<file path="config.mk">
export PLATFORM = sky130hd
export DESIGN_NAME = source_text_tokenizer_top
export DESIGN_NICKNAME = d
export VERILOG_FILES = /design/src/design/stt_pkg.sv /design/src/design/stt_front.sv /design/src/design/stt_queue.sv /design/src/design/stt_back.sv /design/src/design/source_text_tokenizer_top.sv
export SDC_FILE = /design/constraint.sdc
export NUM_CORES = 1
export LEC_CHECK = 0
export BUFFER_PORTS_ARGS = -buffer_cell sky130_fd_sc_hd__buf_2
export CAP_MARGIN = 0
export CORE_MARGIN = 2
export CORE_UTILIZATION = 30
export CTS_BUF_LIST = sky130_fd_sc_hd__clkbuf_4 sky130_fd_sc_hd__clkbuf_8 sky130_fd_sc_hd__clkbuf_16
export CTS_CLUSTER_DIAMETER = 150
export DETAILED_ROUTE_END_ITERATION = 12
export PLACE_DENSITY = 0.52
export SYNTH_ARGS = -nofsm -noshare
export SYNTH_HDL_FRONTEND = slang
export SYNTH_SLANG_ARGS = --single-unit
export TNS_END_PERCENT = 30
</file>
<file path="constraint.sdc">
create_clock -name clk_i -period 11.4 [get_ports clk_i]
set_input_delay 3.42 -clock clk_i [delete_from_list [all_inputs] [get_ports clk_i]]
set_output_delay 3.42 -clock clk_i [all_outputs]
set_load 0.02 [all_outputs]
</file>
<file path="src/design/stt_pkg.sv">
// types, constants and character classes of the source text tokenizer
package stt_pkg;

  localparam int unsigned PosBits     = 32;
  localparam int unsigned QueueDepth  = 4;
  localparam int unsigned PtrBits     = $clog2(QueueDepth);
  localparam int unsigned CntBits     = $clog2(QueueDepth + 1);
  localparam int unsigned KwNum       = 6;
  localparam int unsigned KwMaxLen    = 11;
  localparam int unsigned WordCntBits = 4;

  typedef logic [PosBits-1:0] pos_t;

  typedef enum logic [2:0] {
    ModeIdle,
    ModeWord,
    ModeInclude,
    ModeString,
    ModeColon,
    ModeMinus
  } mode_e;

  typedef enum logic [2:0] {
    KindEnd     = 3'd0,
    KindInclude = 3'd1,
    KindSymbol  = 3'd2,
    KindKeyword = 3'd3,
    KindIdent   = 3'd4
  } kind_e;

  typedef enum logic [2:0] {
    KwNone        = 3'd0,
    KwClass       = 3'd1,
    KwFn          = 3'd2,
    KwConstructor = 3'd3,
    KwEnum        = 3'd4,
    KwInterface   = 3'd5
  } kw_e;

  typedef struct packed {
    logic [7:0] text_byte;
    logic       end_of_text;
  } in_item_t;

  typedef struct packed {
    logic [2:0]  token_kind;
    logic [2:0]  keyword_code;
    logic        is_quoted;
    logic [31:0] token_start;
    logic [31:0] token_length;
    logic        last_of_run;
  } out_item_t;

  // results of one input item, written into the queue together
  typedef struct packed {
    logic [1:0] num;
    out_item_t  first;
    out_item_t  second;
  } push_t;

  // keyword spellings, right-aligned
  localparam logic [8*KwMaxLen-1:0] KwText [KwNum] = '{
    "class", "fn", "function", "constructor", "enum", "interface"
  };
  localparam int unsigned KwLen [KwNum] = '{5, 2, 8, 11, 4, 9};
  localparam kw_e KwCode [KwNum] = '{
    KwClass, KwFn, KwFn, KwConstructor, KwEnum, KwInterface
  };

  function automatic logic is_space(input logic [7:0] b);
    return b inside {8'h20, [8'h09:8'h0d]};
  endfunction

  function automatic logic is_alnum(input logic [7:0] b);
    return b inside {["0":"9"], ["a":"z"], ["A":"Z"]};
  endfunction

  function automatic logic is_word_mark(input logic [7:0] b);
    return b inside {"_", "@", "&", "[", "]", "!", "|", ".", "#", "?"};
  endfunction

  function automatic logic is_punct(input logic [7:0] b);
    return b inside {"{", "}", "(", ")", ";", ".", ",", ":",
                     "<", ">", "+", "-", "*", "/", "=", "%"};
  endfunction

  // character of keyword k at position idx, zero past its end
  function automatic logic [7:0] kw_char(input int unsigned k,
                                         input logic [WordCntBits-1:0] idx);
    logic [7:0] c;
    c = 8'h00;
    for (int unsigned i = 0; i < KwMaxLen; i++) begin
      if (i < KwLen[k] && idx == WordCntBits'(i)) begin
        c = KwText[k][8*(KwLen[k]-1-i) +: 8];
      end
    end
    return c;
  endfunction

  // drop keyword candidates that byte b at position idx rules out
  function automatic logic [KwNum-1:0] cand_update(input logic [KwNum-1:0] cands,
                                                   input logic [WordCntBits-1:0] idx,
                                                   input logic [7:0] b);
    logic [KwNum-1:0] res;
    res = cands;
    for (int unsigned k = 0; k < KwNum; k++) begin
      if (idx >= WordCntBits'(KwLen[k]) || kw_char(k, idx) != b) begin
        res[k] = 1'b0;
      end
    end
    return res;
  endfunction

endpackage

</file>
<file path="src/design/stt_front.sv">
// scanner front end: takes bytes, tracks the open token, produces results
module stt_front (
  input  logic             clk_i,
  input  logic             rst_ni,
  input  logic             in_valid_i,
  output logic             in_ready_o,
  input  stt_pkg::in_item_t in_item_i,
  input  logic             room_i,
  output stt_pkg::push_t   push_o
);
  import stt_pkg::*;

  mode_e            mode_q, mode_d;
  pos_t             origin_q, origin_d;
  pos_t             pos_q, pos_d;
  logic             single_q, single_d;
  logic             bs_q, bs_d;
  logic [KwNum-1:0] cand_q, cand_d;
  logic [WordCntBits-1:0] wcnt_q, wcnt_d;

  logic       accept;
  logic [7:0] b;
  logic       eot;
  logic       word_inc, col_min, cont, close, pair;
  logic       do_first, do_restart, start_sym, second_valid;
  logic [7:0] quote_ch;
  pos_t       flush_len;
  kw_e        kw_code;
  out_item_t  first_tok, second_tok;

  assign in_ready_o = room_i;
  assign accept     = in_valid_i && room_i;
  assign b          = in_item_i.text_byte;
  assign eot        = in_item_i.end_of_text;

  // byte decode against the current mode
  assign word_inc  = (mode_q == ModeWord) || (mode_q == ModeInclude);
  assign col_min   = (mode_q == ModeColon) || (mode_q == ModeMinus);
  assign cont      = is_alnum(b) || is_word_mark(b);
  assign quote_ch  = single_q ? 8'h27 : 8'h22;
  assign close     = !eot && (mode_q == ModeString) && (b == quote_ch) && !bs_q;
  assign pair      = !eot && (((mode_q == ModeColon) && (b == ":")) ||
                              ((mode_q == ModeMinus) && (b == ">")));
  assign do_first  = eot ? (mode_q != ModeIdle)
                         : ((word_inc && !cont) || close || col_min);
  assign do_restart = !eot && ((mode_q == ModeIdle) || (word_inc && !cont) ||
                               (col_min && !pair));
  assign start_sym = !(b == "@" || b == ":" || b == "-") &&
                     (is_punct(b) || (is_word_mark(b) && b != "_"));
  assign second_valid = eot || (do_restart && start_sym);
  assign flush_len = pos_q - origin_q + pos_t'(close);

  always_comb begin
    kw_code = KwNone;
    for (int unsigned k = 0; k < KwNum; k++) begin
      if (cand_q[k] && wcnt_q == WordCntBits'(KwLen[k])) begin
        kw_code = KwCode[k];
      end
    end
  end

  // next state
  always_comb begin
    mode_d   = mode_q;
    origin_d = origin_q;
    pos_d    = pos_q;
    single_d = single_q;
    bs_d     = bs_q;
    cand_d   = cand_q;
    wcnt_d   = wcnt_q;
    if (accept) begin
      if (eot) begin
        mode_d   = ModeIdle;
        origin_d = '0;
        pos_d    = '0;
        single_d = 1'b0;
        bs_d     = 1'b0;
        cand_d   = '1;
        wcnt_d   = '0;
      end else begin
        pos_d = pos_q + pos_t'(1);
        case (mode_q)
          ModeString: begin
            bs_d = (b == "\\");
            if (close) begin
              mode_d = ModeIdle;
            end
          end
          ModeWord: begin
            if (cont) begin
              cand_d = cand_update(cand_q, wcnt_q, b);
              if (wcnt_q != '1) begin
                wcnt_d = wcnt_q + WordCntBits'(1);
              end
            end
          end
          ModeColon, ModeMinus: begin
            if (pair) begin
              mode_d = ModeIdle;
            end
          end
          default: ;
        endcase
        if (do_restart) begin
          mode_d = ModeIdle;
          if (!is_space(b)) begin
            origin_d = pos_q;
          end
          if (b == "@") begin
            mode_d = ModeInclude;
          end else if (b == ":") begin
            mode_d = ModeColon;
          end else if (b == "-") begin
            mode_d = ModeMinus;
          end else if (start_sym) begin
            mode_d = ModeIdle;
          end else if (is_alnum(b) || b == "_") begin
            mode_d = ModeWord;
            cand_d = cand_update('1, '0, b);
            wcnt_d = WordCntBits'(1);
          end else if (b == 8'h22 || b == 8'h27) begin
            mode_d   = ModeString;
            single_d = (b == 8'h27);
            bs_d     = 1'b0;
          end
        end
      end
    end
  end

  // results
  always_comb begin
    first_tok              = '0;
    first_tok.token_start  = 32'(origin_q);
    first_tok.token_length = 32'(flush_len);
    case (mode_q)
      ModeWord: begin
        if (kw_code != KwNone) begin
          first_tok.token_kind   = KindKeyword;
          first_tok.keyword_code = kw_code;
        end else begin
          first_tok.token_kind = KindIdent;
        end
      end
      ModeInclude: first_tok.token_kind = KindInclude;
      ModeString: begin
        first_tok.token_kind = KindIdent;
        first_tok.is_quoted  = 1'b1;
      end
      ModeColon, ModeMinus: begin
        first_tok.token_kind   = KindSymbol;
        first_tok.token_length = pair ? 32'd2 : 32'd1;
      end
      default: ;
    endcase

    second_tok             = '0;
    second_tok.token_start = 32'(pos_q);
    if (eot) begin
      second_tok.token_kind = KindEnd;
    end else begin
      second_tok.token_kind   = KindSymbol;
      second_tok.token_length = 32'd1;
    end

    push_o = '0;
    if (accept) begin
      if (do_first && second_valid) begin
        push_o.num                = 2'd2;
        push_o.first              = first_tok;
        push_o.second             = second_tok;
        push_o.second.last_of_run = 1'b1;
      end else if (do_first) begin
        push_o.num               = 2'd1;
        push_o.first             = first_tok;
        push_o.first.last_of_run = 1'b1;
      end else if (second_valid) begin
        push_o.num               = 2'd1;
        push_o.first             = second_tok;
        push_o.first.last_of_run = 1'b1;
      end
    end
  end

  always_ff @(posedge clk_i or negedge rst_ni) begin
    if (!rst_ni) begin
      mode_q   <= ModeIdle;
      origin_q <= '0;
      pos_q    <= '0;
      single_q <= 1'b0;
      bs_q     <= 1'b0;
      cand_q   <= '1;
      wcnt_q   <= '0;
    end else begin
      mode_q   <= mode_d;
      origin_q <= origin_d;
      pos_q    <= pos_d;
      single_q <= single_d;
      bs_q     <= bs_d;
      cand_q   <= cand_d;
      wcnt_q   <= wcnt_d;
    end
  end

endmodule

</file>
<file path="src/design/stt_queue.sv">
// result queue between scanner and output stage, two writes and one read per cycle
module stt_queue (
  input  logic               clk_i,
  input  logic               rst_ni,
  input  stt_pkg::push_t     push_i,
  output logic               room_o,
  output logic               head_valid_o,
  output stt_pkg::out_item_t head_o,
  input  logic               pop_i
);
  import stt_pkg::*;

  out_item_t          mem_q [QueueDepth];
  logic [PtrBits-1:0] wr_ptr_q, wr_ptr_d;
  logic [PtrBits-1:0] rd_ptr_q, rd_ptr_d;
  logic [CntBits-1:0] cnt_q, cnt_d;
  logic [PtrBits-1:0] wr_next;

  // room for the worst case of two results
  assign room_o       = cnt_q <= CntBits'(QueueDepth - 2);
  assign head_valid_o = cnt_q != '0;
  assign head_o       = mem_q[rd_ptr_q];
  assign wr_next      = wr_ptr_q + PtrBits'(1);

  assign wr_ptr_d = wr_ptr_q + PtrBits'(push_i.num);
  assign rd_ptr_d = rd_ptr_q + PtrBits'(pop_i);
  assign cnt_d    = cnt_q + CntBits'(push_i.num) - CntBits'(pop_i);

  always_ff @(posedge clk_i) begin
    if (push_i.num != 2'd0) begin
      mem_q[wr_ptr_q] <= push_i.first;
    end
    if (push_i.num == 2'd2) begin
      mem_q[wr_next] <= push_i.second;
    end
  end

  always_ff @(posedge clk_i or negedge rst_ni) begin
    if (!rst_ni) begin
      wr_ptr_q <= '0;
      rd_ptr_q <= '0;
      cnt_q    <= '0;
    end else begin
      wr_ptr_q <= wr_ptr_d;
      rd_ptr_q <= rd_ptr_d;
      cnt_q    <= cnt_d;
    end
  end

endmodule

</file>
<file path="src/design/stt_back.sv">
// output register stage, drains the queue one result per cycle while the receiver is ready
module stt_back (
  input  logic               clk_i,
  input  logic               rst_ni,
  input  logic               head_valid_i,
  input  stt_pkg::out_item_t head_i,
  output logic               pop_o,
  output logic               out_valid_o,
  input  logic               out_ready_i,
  output stt_pkg::out_item_t out_item_o
);
  import stt_pkg::*;

  logic      valid_q, valid_d;
  out_item_t item_q;

  assign pop_o       = head_valid_i && (!valid_q || out_ready_i);
  assign valid_d     = pop_o || (valid_q && !out_ready_i);
  assign out_valid_o = valid_q;
  assign out_item_o  = item_q;

  always_ff @(posedge clk_i) begin
    if (pop_o) begin
      item_q <= head_i;
    end
  end

  always_ff @(posedge clk_i or negedge rst_ni) begin
    if (!rst_ni) begin
      valid_q <= 1'b0;
    end else begin
      valid_q <= valid_d;
    end
  end

endmodule

</file>
<file path="src/design/source_text_tokenizer_top.sv">
// top level of the source text tokenizer: scanner, result queue, output stage
// Takes source text one byte per item and returns token descriptors (kind,
// keyword code, quoted flag, start offset, length, last-of-run flag). A byte
// item is taken every clock as long as the result queue has room for two
// results; each item gives zero, one or two results, and the output stage
// hands out one result per clock while the receiver is ready, so the
// sustained rate is one byte per clock while tokens average no more than
// one per byte, and drops toward the two-per-byte pattern of the output
// port otherwise. A result is written into the queue when its byte is
// taken and reaches the output through the output register. An end-of-text
// item flushes the open token, returns an end token at the offset just past
// the text, and puts the scanner back to its reset state.
// No configuration and no clearing pass after reset.
module source_text_tokenizer_top (
  input  logic               clk_i,
  input  logic               rst_ni,
  // byte items
  input  logic               in_valid_i,
  output logic               in_ready_o,
  input  stt_pkg::in_item_t  in_item_i,
  // token items
  output logic               out_valid_o,
  input  logic               out_ready_i,
  output stt_pkg::out_item_t out_item_o
);
  import stt_pkg::*;

  push_t     push;
  logic      room;
  logic      head_valid;
  out_item_t head;
  logic      pop;

  // scanner: classifies each byte and closes or opens tokens
  stt_front u_front (
    .clk_i      (clk_i),
    .rst_ni     (rst_ni),
    .in_valid_i (in_valid_i),
    .in_ready_o (in_ready_o),
    .in_item_i  (in_item_i),
    .room_i     (room),
    .push_o     (push)
  );

  // short queue decouples scanner stalls from output stalls
  stt_queue u_queue (
    .clk_i        (clk_i),
    .rst_ni       (rst_ni),
    .push_i       (push),
    .room_o       (room),
    .head_valid_o (head_valid),
    .head_o       (head),
    .pop_i        (pop)
  );

  // registered output, one result per clock while the receiver is ready
  stt_back u_back (
    .clk_i        (clk_i),
    .rst_ni       (rst_ni),
    .head_valid_i (head_valid),
    .head_i       (head),
    .pop_o        (pop),
    .out_valid_o  (out_valid_o),
    .out_ready_i  (out_ready_i),
    .out_item_o   (out_item_o)
  );

endmodule

</file>
; ---- Yosys cells after proc, flatten, opt, wreduce, memory -nomap -nowiden
; Memory sizes are Yosys's and may differ from the RTL's. A register that Yosys moved wholly into a read port is not among the register bits.
; Index checks and enable logic that the tools add are counted.
[totals]
mem_count = 1
register_bits = 87
in_bits = 13
word_cells = 355
mem_bits_rw = 288
out_inout_bits = 74
[op_classes]
magnitude_cmp = 15
add_sub_neg = 9
mux = 180
reduce_logical = 72
n_eq_ne = 67
[memory_table]
columns = memory, words, word_bits, read_ports, rd_clocked_by_memory_dff, write_ports, line_no
row1 = u_queue.mem_q, 4, 72, 1, 1, 2, stt_queue.sv:13  ; out_item_t mem_q [QueueDepth];
[op_table]
columns = cell, n
row1 = 2-to-1 mux 8 bit, 61
row2 = 2-to-1 mux 7 bit, 32
row3 = equality test 8 x 6 -> 1 bit (second input constant), 21
row4 = 2-to-1 mux 32 bit, 5
row5 = 2-to-1 mux 146 bit, 1
row6 = 2-to-1 mux 73 bit, 2
row7 = != test 8 bit, 10
row8 = 2-to-1 mux 74 bit, 1
row9 = 2-to-1 mux 72 bit, 1
row10 = equality test 8 x 7 -> 1 bit (second input constant), 8
row11 = 2-to-1 mux 3 bit, 18
row12 = 2-to-1 mux 6 bit, 9
row13 = 2-to-1 mux 4 bit, 10
row14 = 2-to-1 mux 1 bit, 35
row15 = adder 32 x 1 -> 32 bit, 1
row16 = adder 32 x 1 -> 32 bit (second input constant), 1
row17 = subtractor 32 bit, 1
row18 = logical AND 1 bit, 26
row19 = logical OR 1 bit, 22
row20 = equality test 4 x 3 -> 1 bit (second input constant), 4
row21 = equality test 4 bit (second input constant), 4
row22 = >= comparator 8 x 7 -> 1 bit (second input constant), 2
row23 = <= comparator 8 x 7 -> 1 bit (second input constant), 2
row24 = nonzero test 16 bit, 1
row25 = other kinds (39), 65

; ---- Longest topological paths before layout
[logic_depth]
word_depth = 28
ltp_mapped = 17
depth_no_buf = 15

; ---- By module
; Synthesis repeated with hierarchy kept, for this count alone.
[unflattened]
cells_unflattened = 1904
area_unflattened_um2 = 25643.3
[by_module_without_submodules]
columns = module, area_per_inst_um2, instances, cells_per_inst
row1 = stt_queue, 14845.5, 1, 735
row2 = stt_front, 8592.0, 1, 1093
row3 = stt_back, 2205.9, 1, 76

; ---- Worst setup path before layout
; No wires, ideal clock.
[synth_timing]
path_kind = input -> register
from = input out_ready_i
to = register u_queue.cnt_q[2]
path_buffers = 0
stages = 9
slack_ps = 2692
setup_time_ps = 123
arrival_ps = 8585
cell_sequence = inv_1 -> a21oi_1 -> ha_1 -> inv_1 -> ha_1 -> inv_1 -> fa_1 -> xor2_1 -> xnor2_1
[synth_between]
elab_chain_len = 3
[synth_lines]
columns = item, line_no
row1 = start: declaration, source_text_tokenizer_top.sv:23  ; input logic out_ready_i,
row2 = logical OR 1 bit, stt_back.sv:17  ; assign pop_o = head_valid_i && (!valid_q || out_ready_i);
row3 = logical AND 1 bit, stt_back.sv:17
row4 = via pop, source_text_tokenizer_top.sv:32  ; logic pop;
row5 = subtractor 3 x 1 -> 3 bit, stt_queue.sv:27  ; assign cnt_d = cnt_q + CntBits'(push_i.num) - CntBits'(pop_i);
row6 = via u_queue.cnt_d[2], stt_queue.sv:16  ; logic [CntBits-1:0] cnt_q, cnt_d;
row7 = end signal: assignment, stt_queue.sv:46  ; cnt_q <= cnt_d;
row8 = end: declaration, stt_queue.sv:16
; The timed path passes the listed nets, and every way through them passes these cells.
; A chain may end at the register's enable or synchronous reset.

==> results.ini <==
[status]
run_status = complete, but fails checks
violations = DRC

[power]
cellInternalPower_mw = 3.98
p_sw_share_pct = 37.0
sequentialPowerShare_pct = 37.6
total_switching_power_mw = 2.34
design_power_total_mw = 6.32
maximum_ir_drop_on_the_vdd_rail_mv = 0.127
share_comb_of_total_power_pct = 36.3
cellPowerDensity_nw_per_um2 = 252
clkPwrFrac_pct = 26.0
power_leakage_nw = 9.53

[synth]
netlist_area_sq_um = 22200
async_reset_ff_share_pct = 19.5
synth.net_count = 1951
ys_dominant_reg_cell = sky130_fd_sc_hd__edfxtp_1
avgSynthCellArea_sq_um = 11.9
synth-warning-count = 0
synth_top_cells_by_area = sky130_fd_sc_hd__edfxtp_1, sky130_fd_sc_hd__dfxtp_1, sky130_fd_sc_hd__a22o_1
cell_taking_the_most_area_after_synthesis = sky130_fd_sc_hd__edfxtp_1
ys_ff_latch = 447
postSynthCellCount = 1862
area_share_of_the_largest_cell_type_after_synthesis_pct = 28.7
number_of_flops_mapped_to_enable_cells_by_yosys = 212
synth_seq_area_share_pct = 51.9
synth_cell_types = 88

[global_routing]
grt_pass1_vias = 15800
global_route.usage.total_pct = 16.2
grt_first_pass_wirelength_mm = 95.1
grt-ovfl-total = 0
grt_antenna_before_repair = 0
grt_max_degree = 56

[clock_network]
cts_setup_buffers = 0
cts_max_level = 2
cts_hold_buffers = 0
worstSkewPairLatency_ps = 590
tritoncts = built
post_cts_resize_count = 0
cts_num_sinks = 447
ctsLongestPathBuffers = 3
cts.reportedPaths.clkPinSlew_ps = 60
cts_root_buf = sky130_fd_sc_hd__clkbuf_16
cts_inserted_buffers = 48

[layout]
flow.area_growth_from_synthesis_pct = 12.9
layout_commonest_cell = sky130_fd_sc_hd__a22o_1
layout.cells.non_filler = 2878
finish.utilization_pct = 34.2
design_area_sq_um = 25000
antenna_cells_inserted = 0
layout-drive-gt1-share_pct = 17.0
filler_cells = 7232
num-nets-final = 1968
most_frequent_cells_in_the_layout = sky130_fd_sc_hd__a22o_1, sky130_fd_sc_hd__edfxtp_1, sky130_fd_sc_hd__dfxtp_1

[floorplanning]
die-area_sq_um = 76100
fp.dieH_microns = 276
num_rows = 99
pin_count = 87
floorplan.die.width_microns = 276
fp.coreArea_sq_um = 73100
effective_utilization_at_floorplan_pct = 30.3

[placed_design]
routabilityCongestion = 0.832
dp_hpwl_mm = 39.1
dpl.cell_count = 2788
placed_instance_area_sq_um = 23300
buffer_ports.inserted = 86

[timing]
clock-skew-final_ps = 17.1
hold_violations = 0
timing.final.setup_violations = 0
layout_min_cycle_time_ps = 7830
rsz_0062_raised_after_global_routing = no
fmaxAchievable_ghz = 0.128
timing_worst_slew_pin_value_ps = 1030
layout_worst_path_cycle_share_pct = 68.7
maxSlewViolCount = 0
max_slew_margin_pct = 31.0
setup-tns-final_ps = 0

[critical_path]
crit-reg2reg-launch = u_front.mode_q[1]
r2r_depth = 12
r2r_setup_slack_ps = 6810
startpoint_type = input pin
r2r_end = u_queue.mem_q[2][43]
criticalPathCategory = in -> reg
worstPathMaxFanout = 38
worstPathArrival_ps = 8040
critPathCaptureType = register
cp_data_required_time_ps = 11610

[route]
first_pass_iteration_count_of_the_detailed_router = 9
vias = 15600
avgViaCountPerCell = 5.43
drt-initial-drc-count = 1322
drc_errors = 9
avgRoutedWirePerCell_microns = 21.5
postRouteWirelength_mm = 61.9
route.antenna.remaining_nets = 0

[min_path]
worst_hold_startpoint = u_queue.mem_q[3][29]
worst_hold_path.num_cells = 2
holdPathEnd = u_queue.mem_q[3][29]
hold_class = reg -> reg

[flow_run]
cap_violations = 0

-- flip-flops by register name (all words and copies together), names as in the netlist --
signal / flops
u_queue.mem_q: 288
u_back.out_item_o: 72
u_front.origin_q: 32
u_front.pos_q: 32
u_front.cand_q: 6
u_front.wcnt_q: 4
u_front.mode_q: 3
u_queue.cnt_q: 3
u_queue.rd_ptr_q: 2
u_queue.wr_ptr_q: 2
u_back.out_valid_o: 1
u_front.bs_q: 1
u_front.single_q: 1
-- final cells by class --
class	instances	area [sq um]	area share (%)
clock buffer	74	1530	6.12
clock inverter	16	170	0.680
inverter	70	263	1.05
multi-input combinational	1200	9710	38.8
sequential	447	11500	46.1
tap	959	1200	4.80
timing repair buffer	112	628	2.51
-- power by group through the flow --
stage	clock network, mW	logic, mW	registers (mW)
2_1_floorplan	0	1.53	2.43
3_3_place_gp	0	2.30	2.39
3_5_place_dp	0	2.32	2.41
4_1_cts	1.68	2.33	2.38
5_1_grt	1.74	2.49	2.43
6_report	1.64	2.29	2.38
-- critical path, cell delays in order --
cell                      delay, ps
sky130_fd_sc_hd__buf_2          380
sky130_fd_sc_hd__nor2b_1        440
sky130_fd_sc_hd__nand3_1        170
sky130_fd_sc_hd__nor4_1         260
sky130_fd_sc_hd__nand2_1        150
sky130_fd_sc_hd__a22o_1         390
sky130_fd_sc_hd__a31oi_4        430
sky130_fd_sc_hd__inv_1           80
sky130_fd_sc_hd__ha_1           360
sky130_fd_sc_hd__o21ai_1        180
sky130_fd_sc_hd__or2_2          530
sky130_fd_sc_hd__and2_1         230
sky130_fd_sc_hd__buf_4          270
sky130_fd_sc_hd__inv_1          120
sky130_fd_sc_hd__buf_4          540
-- logic make-up (layout without fill, tap and decap cells) --
kind of cell | Yosys count | in the layout | share of synthesized area, %
AO/OA/AOI/OAI | 580 | 580 | 19.6
XOR/XNOR | 75 | 75 | 2.96
AND/OR/NAND/NOR | 394 | 394 | 9.13
multiplexers | 75 | 75 | 7.46
buffers and inverters | 215 | 272 | 4.53
flip-flops | 447 | 447 | 51.9
adder cells (fa/ha/maj) | 76 | 76 | 4.36
-- metrics by stage --
step | hold slack, ps | setup WS (ps)
global route | 478 | 3190
CTS | 451 | 3610
finish | 448 | 3570
floorplan | 420 | 2690
detailed placement | 437 | 3000
global placement | 430 | 3090
-- worst max path at each step --
stage	start	endpoint	slack [ps]	cells past startpoint
floorplan	out_ready_i	u_queue.cnt_q[2]	2690	9
global placement	in_item_i[1]	u_queue.mem_q[2][39]	3090	14
detailed placement	in_item_i[1]	u_queue.mem_q[2][38]	3000	14
CTS	in_item_i[1]	u_queue.mem_q[2][43]	3610	14
global route	in_item_i[2]	u_queue.mem_q[3][35]	3190	15
finish	in_item_i[2]	u_queue.mem_q[2][43]	3570	15
-- layer usage --
| metal | routed length [microns] | global-route usage (%) | up-vias |
|---|---|---|---|
| met3 | 3470 | 2.46 | 106 |
| met1 | 26400 | 21.5 | 7896 |
| met5 | 0 | 0 | - |
| met2 | 30400 | 27.5 | 481 |
| li1 | - | - | 7157 |
| met4 | 1670 | 4.75 | 0 |
-- Yosys cell counts, types with 27 or more instances --
master,instances
sky130_fd_sc_hd__buf_1,27
sky130_fd_sc_hd__xnor2_1,39
sky130_fd_sc_hd__ha_1,74
sky130_fd_sc_hd__inv_1,68
sky130_fd_sc_hd__dfxtp_1,148
sky130_fd_sc_hd__o21ai_0,113
sky130_fd_sc_hd__nand3_1,33
sky130_fd_sc_hd__a21oi_1,68
sky130_fd_sc_hd__a22o_1,256
sky130_fd_sc_hd__dfrtp_1,81
sky130_fd_sc_hd__nand2_1,140
sky130_fd_sc_hd__xor2_1,36
sky130_fd_sc_hd__edfxtp_1,212
sky130_fd_sc_hd__mux4_2,72
sky130_fd_sc_hd__clkbuf_1,74
sky130_fd_sc_hd__nor2_1,71
Note: power is estimated with default switching activity, not from simulation.
